==> src/rtl/vdec_pkg.sv <==
// shared constants and types for the varint decoder
`timescale 1ns / 1ps

package vdec_pkg;

  localparam int BYTE_W       = 8;
  localparam int VALUE_W      = 64;
  localparam int POS_W        = 4;
  localparam int USED_W       = 4;
  localparam int DIGIT_BITS   = 7;
  localparam int CAPPED_BYTES = 8;
  localparam int CONT_BIT     = 7;
  localparam int SHAMT_W      = 6;

  localparam logic [BYTE_W-1:0] LOW7_MASK    = BYTE_W'((1 << DIGIT_BITS) - 1);
  localparam logic [SHAMT_W-1:0] LAST_SHIFT  = SHAMT_W'(DIGIT_BITS * CAPPED_BYTES);
  localparam logic [POS_W-1:0]  LAST_POS     = POS_W'(CAPPED_BYTES);
  localparam logic [USED_W-1:0] MAX_USED     = USED_W'(CAPPED_BYTES + 1);

  // control outcome of merging one word into the accumulator
  typedef struct packed {
    logic              done;
    logic [USED_W-1:0] used;
    logic [POS_W-1:0]  pos_nxt;
  } step_ctrl_t;

endpackage

==> src/rtl/vdec_step.sv <==
// merges one encoded word into the partial value
`timescale 1ns / 1ps

module vdec_step (
  input  logic [vdec_pkg::VALUE_W-1:0] partial,
  input  logic [vdec_pkg::POS_W-1:0]   pos,
  input  logic [vdec_pkg::BYTE_W-1:0]  code_byte,
  output logic [vdec_pkg::VALUE_W-1:0] sum,
  output vdec_pkg::step_ctrl_t         ctrl
);

  logic                           ninth;
  logic [vdec_pkg::SHAMT_W-1:0]   shamt;
  logic [vdec_pkg::BYTE_W-1:0]    digit;
  logic [vdec_pkg::POS_W-1:0]     pos_inc;

  always_comb begin
    ninth   = (pos >= vdec_pkg::LAST_POS);
    pos_inc = pos + 1'b1;
    if (ninth) begin
      // ninth word: all eight bits are data
      shamt     = vdec_pkg::LAST_SHIFT;
      digit     = code_byte;
      ctrl.done = 1'b1;
      ctrl.used = vdec_pkg::MAX_USED;
    end else begin
      shamt     = vdec_pkg::SHAMT_W'(pos[2:0]) * vdec_pkg::SHAMT_W'(vdec_pkg::DIGIT_BITS);
      digit     = code_byte & vdec_pkg::LOW7_MASK;
      ctrl.done = ~code_byte[vdec_pkg::CONT_BIT];
      ctrl.used = vdec_pkg::USED_W'(pos_inc);
    end
    sum          = partial + (vdec_pkg::VALUE_W'(digit) << shamt);
    ctrl.pos_nxt = ctrl.done ? '0 : pos_inc;
  end

endmodule

==> src/rtl/varint_decode_u64.sv <==
// top level of the streaming base-128 varint decoder
`timescale 1ns / 1ps

// varint_decode_u64: decodes little-endian base-128 integers of up to 64 bits
// - input channel: one encoded word per handshake on in_code_byte
// - words one to eight carry seven data bits, bit 7 set means more follow
// - after eight continued words a ninth word adds all eight bits at shift 56
// - result channel: out_decoded_value with out_bytes_used (1 to 9), one
//   result per completed integer, none for words that continue
// - a word accepted on the input lands in the input register; a word that
//   completes an integer moves its result into the output register when that
//   register is free or being taken, and out_valid rises with the load
// - throughput: one word per cycle unless a stalled result blocks a last word;
//   only a masked shift and 64-bit add sit between input and output registers
// - the output register frees up in the same cycle it is taken, so a
//   continuous stream with out_ready held high never stalls
// - when the receiver stalls, the result waits in the output register, the
//   word behind it waits in the input register and in_ready drops
// - words that yield no result keep flowing while a result is waiting
// - reset (rst_n low, synchronous) empties both registers and clears the
//   accumulator and byte position; no clearing pass is needed
module varint_decode_u64 (
  input  logic                          clk,
  input  logic                          rst_n,
  input  logic                          in_valid,
  output logic                          in_ready,
  input  logic [vdec_pkg::BYTE_W-1:0]   in_code_byte,
  output logic                          out_valid,
  input  logic                          out_ready,
  output logic [vdec_pkg::VALUE_W-1:0]  out_decoded_value,
  output logic [vdec_pkg::USED_W-1:0]   out_bytes_used
);

  // input register
  logic                         in_valid_r;
  logic [vdec_pkg::BYTE_W-1:0]  in_byte_r;

  // decoder state
  logic [vdec_pkg::VALUE_W-1:0] acc_r, acc_nxt;
  logic [vdec_pkg::POS_W-1:0]   pos_r, pos_nxt;

  // output register
  logic                         out_valid_r, out_valid_nxt;
  logic [vdec_pkg::VALUE_W-1:0] out_value_r;
  logic [vdec_pkg::USED_W-1:0]  out_used_r;

  logic [vdec_pkg::VALUE_W-1:0] sum;
  vdec_pkg::step_ctrl_t         ctrl;
  logic                         advance;
  logic                         emit;

  vdec_step u_step (
    .partial   (acc_r),
    .pos       (pos_r),
    .code_byte (in_byte_r),
    .sum       (sum),
    .ctrl      (ctrl)
  );

  // a continuing word never needs the output register
  assign advance  = in_valid_r && (!ctrl.done || !out_valid_r || out_ready);
  assign emit     = advance && ctrl.done;
  assign in_ready = !in_valid_r || advance;

  always_comb begin
    acc_nxt       = acc_r;
    pos_nxt       = pos_r;
    out_valid_nxt = out_valid_r && !out_ready;
    if (advance) begin
      acc_nxt = ctrl.done ? '0 : sum;
      pos_nxt = ctrl.pos_nxt;
    end
    if (emit) begin
      out_valid_nxt = 1'b1;
    end
  end

  always_ff @(posedge clk) begin
    if (!rst_n) begin
      in_valid_r  <= 1'b0;
      out_valid_r <= 1'b0;
      acc_r       <= '0;
      pos_r       <= '0;
    end else begin
      if (in_ready) begin
        in_valid_r <= in_valid;
      end
      out_valid_r <= out_valid_nxt;
      acc_r       <= acc_nxt;
      pos_r       <= pos_nxt;
    end
  end

  // payload registers, no reset
  always_ff @(posedge clk) begin
    if (in_ready && in_valid) begin
      in_byte_r <= in_code_byte;
    end
    if (emit) begin
      out_value_r <= sum;
      out_used_r  <= ctrl.used;
    end
  end

  assign out_valid         = out_valid_r;
  assign out_decoded_value = out_value_r;
  assign out_bytes_used    = out_used_r;

  // byte position never passes the ninth-word slot
  a_pos_range: assert property (@(posedge clk) disable iff (!rst_n)
    pos_r <= vdec_pkg::LAST_POS)
    else $error("byte position out of range");

  // a fresh integer starts from an empty accumulator
  a_acc_clear: assert property (@(posedge clk) disable iff (!rst_n)
    pos_r == '0 |-> acc_r == '0)
    else $error("accumulator not clear at start of integer");

  // every completed integer restarts the decoder
  a_restart: assert property (@(posedge clk) disable iff (!rst_n)
    emit |=> (pos_r == '0 && acc_r == '0 && out_valid_r))
    else $error("decoder did not restart after a result");

  // a held result reports a legal word count
  a_used_range: assert property (@(posedge clk) disable iff (!rst_n)
    out_valid_r |-> (out_used_r >= 1 && out_used_r <= vdec_pkg::MAX_USED))
    else $error("bytes used out of range");

  // a waiting result is never overwritten
  a_no_overrun: assert property (@(posedge clk) disable iff (!rst_n)
    (out_valid_r && !out_ready) |-> !emit)
    else $error("result overwritten while stalled");

endmodule

==> config.mk <==
export PLATFORM = sky130hd
export DESIGN_NAME = varint_decode_u64
export DESIGN_NICKNAME = d
export VERILOG_FILES = /design/src/rtl/vdec_pkg.sv /design/src/rtl/vdec_step.sv /design/src/rtl/varint_decode_u64.sv
export SDC_FILE = /design/constraint.sdc
export NUM_CORES = 1
export LEC_CHECK = 0
export ABC_AREA = 1
export BUFFER_PORTS_ARGS = -buffer_cell sky130_fd_sc_hd__buf_2
export CORE_UTILIZATION = 60
export CTS_CLUSTER_DIAMETER = 50
export CTS_CLUSTER_SIZE = 14
export DETAILED_ROUTE_END_ITERATION = 16
export PLACE_DENSITY = 0.9
export SYNTH_ARGS = -nofsm -noshare
export SYNTH_HDL_FRONTEND = slang
export SYNTH_SLANG_ARGS = --single-unit
==> constraint.sdc <==
create_clock -name clk -period 4.63 [get_ports clk]
set_input_delay 0.926 -clock clk [delete_from_list [all_inputs] [get_ports clk]]
set_output_delay 0.926 -clock clk [all_outputs]
set_load 0.03 [all_outputs]
# After elaboration in Yosys (flattened, before gate mapping)
# Cells that the tools add are included.
[totals]
mem_count = 0
register_bits = 146
mem_bits_rw = 0
latchBits = 0
rom_bits = 0
out_inout_bits = 70
[classes]
n_div = 0
muxes = 6
n_eq_ne = 0
n_shift = 1
addsub = 2
n_mul = 1
n_reduce_logical = 11
order_cmp = 1
bitwise_logic = 1
[op_table]
columns = ["op", "n"]
rows = [
  ["$add A64 B64 Y64", 1],
  ["$mux W64", 1],
  ["$shl A8 B6 Y64", 1],
  ["$mux W8", 1],
  ["$mul A3 B3 Y6 const B", 1],
  ["$mux W6", 1],
  ["$mux W5", 1],
  ["$add A4 B1 Y4 const B", 1],
  ["$ge A4 B4 Y1 const B", 1],
  ["$logic_and A1 B1 Y1", 4],
  ["$logic_not A1 Y1", 4],
  ["$mux W4", 1],
  ["$logic_or A1 B1 Y1", 3],
  ["$mux W1", 1],
  ["$not A1 Y1", 1],
]

# Longest topological paths before layout
[depth]
depth_word = 8
mapped_depth = 29

# Hierarchy
# Synthesis repeated with hierarchy kept, for this count alone.
[hier_totals]
cells_unflattened = 1932
area_unflattened_um2 = 11985.2
[by_module_without_submodules]
columns = ["module", "cells_per_inst", "area_each_um2", "seq_area_each_um2", "n_inst"]
rows = [
  ["vdec_step", 1545, 7090.6, 0.0, 1],
  ["varint_decode_u64", 387, 4894.7, 3683.5, 1],
]

# Worst setup path before layout
# No wires, ideal clock.
[synth_path]
path_type = "flip-flop to flip-flop"
start = "reg pos_r[1] (netlist name)"
end = "reg out_value_r (netlist bit out_decoded_value[54]) (data pin)"
required_ps = 4375
setup_time_ps = 255
arrival_ps = 3838
stages_incl_launch_ff = 25
path_slack_ps = 538
cell_sequence = "dfxtp_1 -> fa_1 -> ha_1 -> inv_1 -> fa_1 -> inv_1 -> nor2_1 -> inv_1 -> clkbuf_1 -> nand2_1 -> o21ai_1 -> or2_1 -> nor2_1 -> ha_1 -> nand2_1 -> inv_1 -> nand2_1 -> inv_1 -> a21oi_1 -> nand2_1 -> nand2_1 -> nand2_1 -> nand2_1 -> nand3_1 -> and2_1"
[synth_via]
elab_chain_cells = 4
[synth_lines]
columns = ["item", "line_no", "source"]
rows = [
  ["start: declaration", "varint_decode_u64.sv:40", "logic [vdec_pkg::POS_W-1:0] pos_r, pos_nxt;"],
  ["start signal: assignment", "varint_decode_u64.sv:90", "pos_r <= pos_nxt;"],
  ["$mul A3 B3 Y6 / $ge A4 B4 Y1 (equally long branches)", "vdec_step.sv:27, vdec_step.sv:18", ""],
  ["$mux W6 / $mux W8 (equally long branches)", "vdec_step.sv:20", "if (ninth) begin"],
  ["$shl A8 B6 Y64 (*)", "vdec_step.sv:32", "sum = partial + (vdec_pkg::VALUE_W'(digit) << shamt);"],
  ["$add A64 B64 Y64 (*)", "vdec_step.sv:32", ""],
  ["via sum (one bit)", "varint_decode_u64.sv:47", "logic [vdec_pkg::VALUE_W-1:0] sum;"],
  ["end signal: assignment", "varint_decode_u64.sv:100", "out_value_r <= sum;"],
  ["end: declaration", "varint_decode_u64.sv:44", "logic [vdec_pkg::VALUE_W-1:0] out_value_r;"],
]
# Mark *: on every way through the listed nets, which the timed path passes. The rest lies on a longest branch.
# A chain may end at the register's enable or synchronous reset.

# Final worst setup path
[layout_path]
start = "reg pos_r[1] (netlist name)"
end = "reg acc_r[58] (netlist name)"
[layout_rtl]
columns = ["item", "line_no", "source"]
rows = [
  ["$mul A3 B3 Y6 / $ge A4 B4 Y1 (equally long branches)", "vdec_step.sv:27, vdec_step.sv:18", ""],
  ["$mux W6 / $mux W8 (equally long branches)", "vdec_step.sv:20", ""],
  ["$shl A8 B6 Y64 (*)", "vdec_step.sv:32", ""],
  ["$add A64 B64 Y64 (*)", "vdec_step.sv:32", ""],
  ["via sum (one bit)", "varint_decode_u64.sv:47", ""],
  ["$mux W64 (*)", "varint_decode_u64.sv:70", "acc_nxt = ctrl.done ? '0 : sum;"],
  ["end signal: assignment", "varint_decode_u64.sv:89", "acc_r <= acc_nxt;"],
  ["end: declaration", "varint_decode_u64.sv:39", "logic [vdec_pkg::VALUE_W-1:0] acc_r, acc_nxt;"],
]
# Marks and branches as above.

==> results.toml <==
[outcome]
status = "finished clean"

[route]
drc = 0
antenna_violating_nets_post_route = 0
dr_total_vias = 12500
dr.pass1.iters = 9
routedWlPerCell_um = 17.8
routed_wl_mm = 40.6
drtIter0Drc = 1297
vias_per_cell = 5.48

[final_layout]
drive_gt1_share_pct = 12.3
fillers = 1622
nets = 2096
area_growth_pct = 17.0
mostFrequentLayoutCell = "nand2_1"
regArea_mm2 = 0.00369
multiInputGateArea_mm2 = 0.00682
diodes = 0
mostFrequentLayoutCells = "733 x nand2_1, 319 x inv_1, 152 x nor2_1"
final_area_mm2 = 0.0136

[synthesis]
yosys-top-cells-area = "nand2_1 24%, edfxtp_1 20%, dfxtp_1 12%"
synth_largest_area_cell = "nand2_1"
ys_ff_latch = 146
synth.distinct_cells = 34
avgSynthCellArea_um2 = 6.20
synth_nets = 1964
netlist_area_mm2 = 0.0116
synth_seq_area_share_pct = 31.7
synth_top_area_share_pct = 24.2
synthCells = 1878
yosysWarnings = 0

[sta]
period_needed_ns = 4.53
tightest_slew_ns = 0.956
hold_slack_ns = 0.473
fin_worst_skew_ns = 0.0109
rsz0062_at_grt = "true"
finalCritPeriodShare_pct = 97.9
setup_violations = 0
tns_ns = 0
finalHoldViolCount = 0
timing.final.max_slew_violations = 0
fmax_ghz = 0.221
relSlewSlack_pct = 36.3

[cts]
clockBufferDepth = 2
ctsHoldBuffers = 0
path_clk_slew_ns = 0.07
cts-buffers-inserted = 17
worstSkewPairLatency_ns = 0.44
htree_levels = 4
cts_root_buf = "clkbuf_16"
clock_sinks = 146
cts_tree = "built"

[global_route]
antenna_found_initial = 0
grt_pass1_vias = 11200
grt_usage_pct = 40.9
grt_max_degree = 71
grt_pass1_wl_mm = 61.1
gr-total-overflow = 0

[power]
ir_worst_vdd_v = 0.000240
p_per_area_mw_per_mm2 = 252
power_leakage_nw = 7.43
total_power_mw = 3.43

[worst_setup_path]
cp_cell_sequence = "fa_1 -> ha_1 -> inv_1 -> fa_1 -> inv_1 -> nor2_4 -> inv_4 -> nand2_1 -> a21boi_1 -> nand2_1 -> nor2_1 -> ha_1 -> nand2_1 -> nor2_2 -> nand3_1 -> nand3_1 -> nand2_1 -> nand3_2 -> nand2_1 -> nand3_1 -> nand2_2 -> nand2_1 -> a21oi_1"
cpMaxStageDelayCell = "fa_1"
crit_arrival_ns = 4.90
critPathMaxFanout = 13
cp-start-kind = "register"
cpPeakStageDelay_ns = 0.52
cp.required_ns = 4.99
crit_type = "register to register"
cp-end-kind = "register"
crit_top_cell = "nand2_1"

[die]
io_pins = 82
initial_core_util_pct = 61.8
die_height_um = 141
die_x_um = 141
core_mm2 = 0.0188
dieArea_mm2 = 0.0200
rows = 50

[placement]
port_buffers = 81
dpl.hpwl_mm = 32.1
place_area_mm2 = 0.0127
gp_congestion = 1.01

[run]
cap_violations = 0

[worst_hold_path]
hold_class = "register to register"
[repair_timing]
action	in CTS	in global routing
cloned	0	0
setup endpoints to repair	12	89
gates resized for setup	3	70
buffers inserted	0	0
[routing by layer]
layer | up-vias | GRT usage [%] | part of all wire (%)
met5 | - | 0 | 0
met4 | 0 | 17.0 | 4.3
met3 | 112 | 8.74 | 12
met2 | 708 | 62.9 | 42
met1 | 5623 | 55.7 | 42
li1 | 6076 | - | -
[cell type report]
class | instances | share of cell area (%)
clock buffers | 20 | 3.21
clock inverters | 12 | 1.50
inverters | 327 | 9.04
multi-input cells | 1373 | 50.1
flip-flops and latches | 146 | 27.1
well taps | 260 | 2.39
repair buffers | 145 | 6.66
[state kept, by name, summed over array words and instances (netlist names)]
name	flops
out_decoded_value	64
pos_r	4
in_byte_r	8
acc_r	64
out_valid	1
out_bytes_used	4
in_valid_r	1
[report_power, final]
part           total [mW]  switching (mW)  internal (mW)
sequential           1.41          0.0142           1.40
combinational       0.456           0.330          0.126
clock                1.57           0.605          0.961
total                3.43           0.949           2.48
[cell usage after synthesis]
cell type  instances
dfxtp_1           70
or2_1              5
nor3_1            18
o21ai_2            1
buf_6              1
ha_1              70
o21ai_1           10
inv_1            322
o21bai_1           2
nor4_1             2
xor2_1            32
clkbuf_1          17
inv_2              5
nand2_2            4
nor2_1           172
edfxtp_1          76
buf_2             14
a21oi_1          129
a211oi_1           1
nor3_2             3
o22ai_1            5
nand3_1           89
o21ai_0           14
o32ai_1            1
fa_1               4
a21boi_1           1
nand2_1          751
nand2_4            1
and2_1            34
nand4_1            3
a31oi_1            1
and3_1             1
nand3b_1          18
xnor2_1            1
[kinds of logic after synthesis]
group | synth area share [%]
adder cells (fa/ha/maj) | 8.22
buffers and inverters | 11.8
AND/OR/NAND/NOR | 38.5
flip-flops | 31.7
AO/OA/AOI/OAI | 7.31
XOR/XNOR | 2.48
[path summary, 6_finish.rpt]
kind	startpoint	end	slack, ns	depth (start not counted)
worst min-delay path	acc_r[57]	acc_r[57]	0.47	2
worst max-delay path	pos_r[1]	acc_r[58]	0.1	23
worst max register to register	pos_r[1]	acc_r[58]	0.1	23
worst min register to register	acc_r[57]	acc_r[57]	0.47	2
[metrics by stage]
step / util, % / instances / worst slack (ns)
4_1_cts: 71.0 / 2283 / 0.0204
6_report: 72.3 / 2283 / 0.0993
2_1_floorplan: - / 1878 / 0.538
5_1_grt: 72.3 / 2283 / -0.0314
3_3_place_gp: 67.6 / 2251 / 0.0343
3_5_place_dp: 67.6 / 2251 / -0.134
[critical path, delay by kind of cell (launching register included)]
kind                       cells  cell delay (ns)
AOI/OAI and AO/OA              2             0.40
DFF                            1             0.37
and+or+nand+nor               14             1.99
adders and majority gates      4             1.48
buffers and inverters          3             0.22
Power figures use the tool's default switching activity.
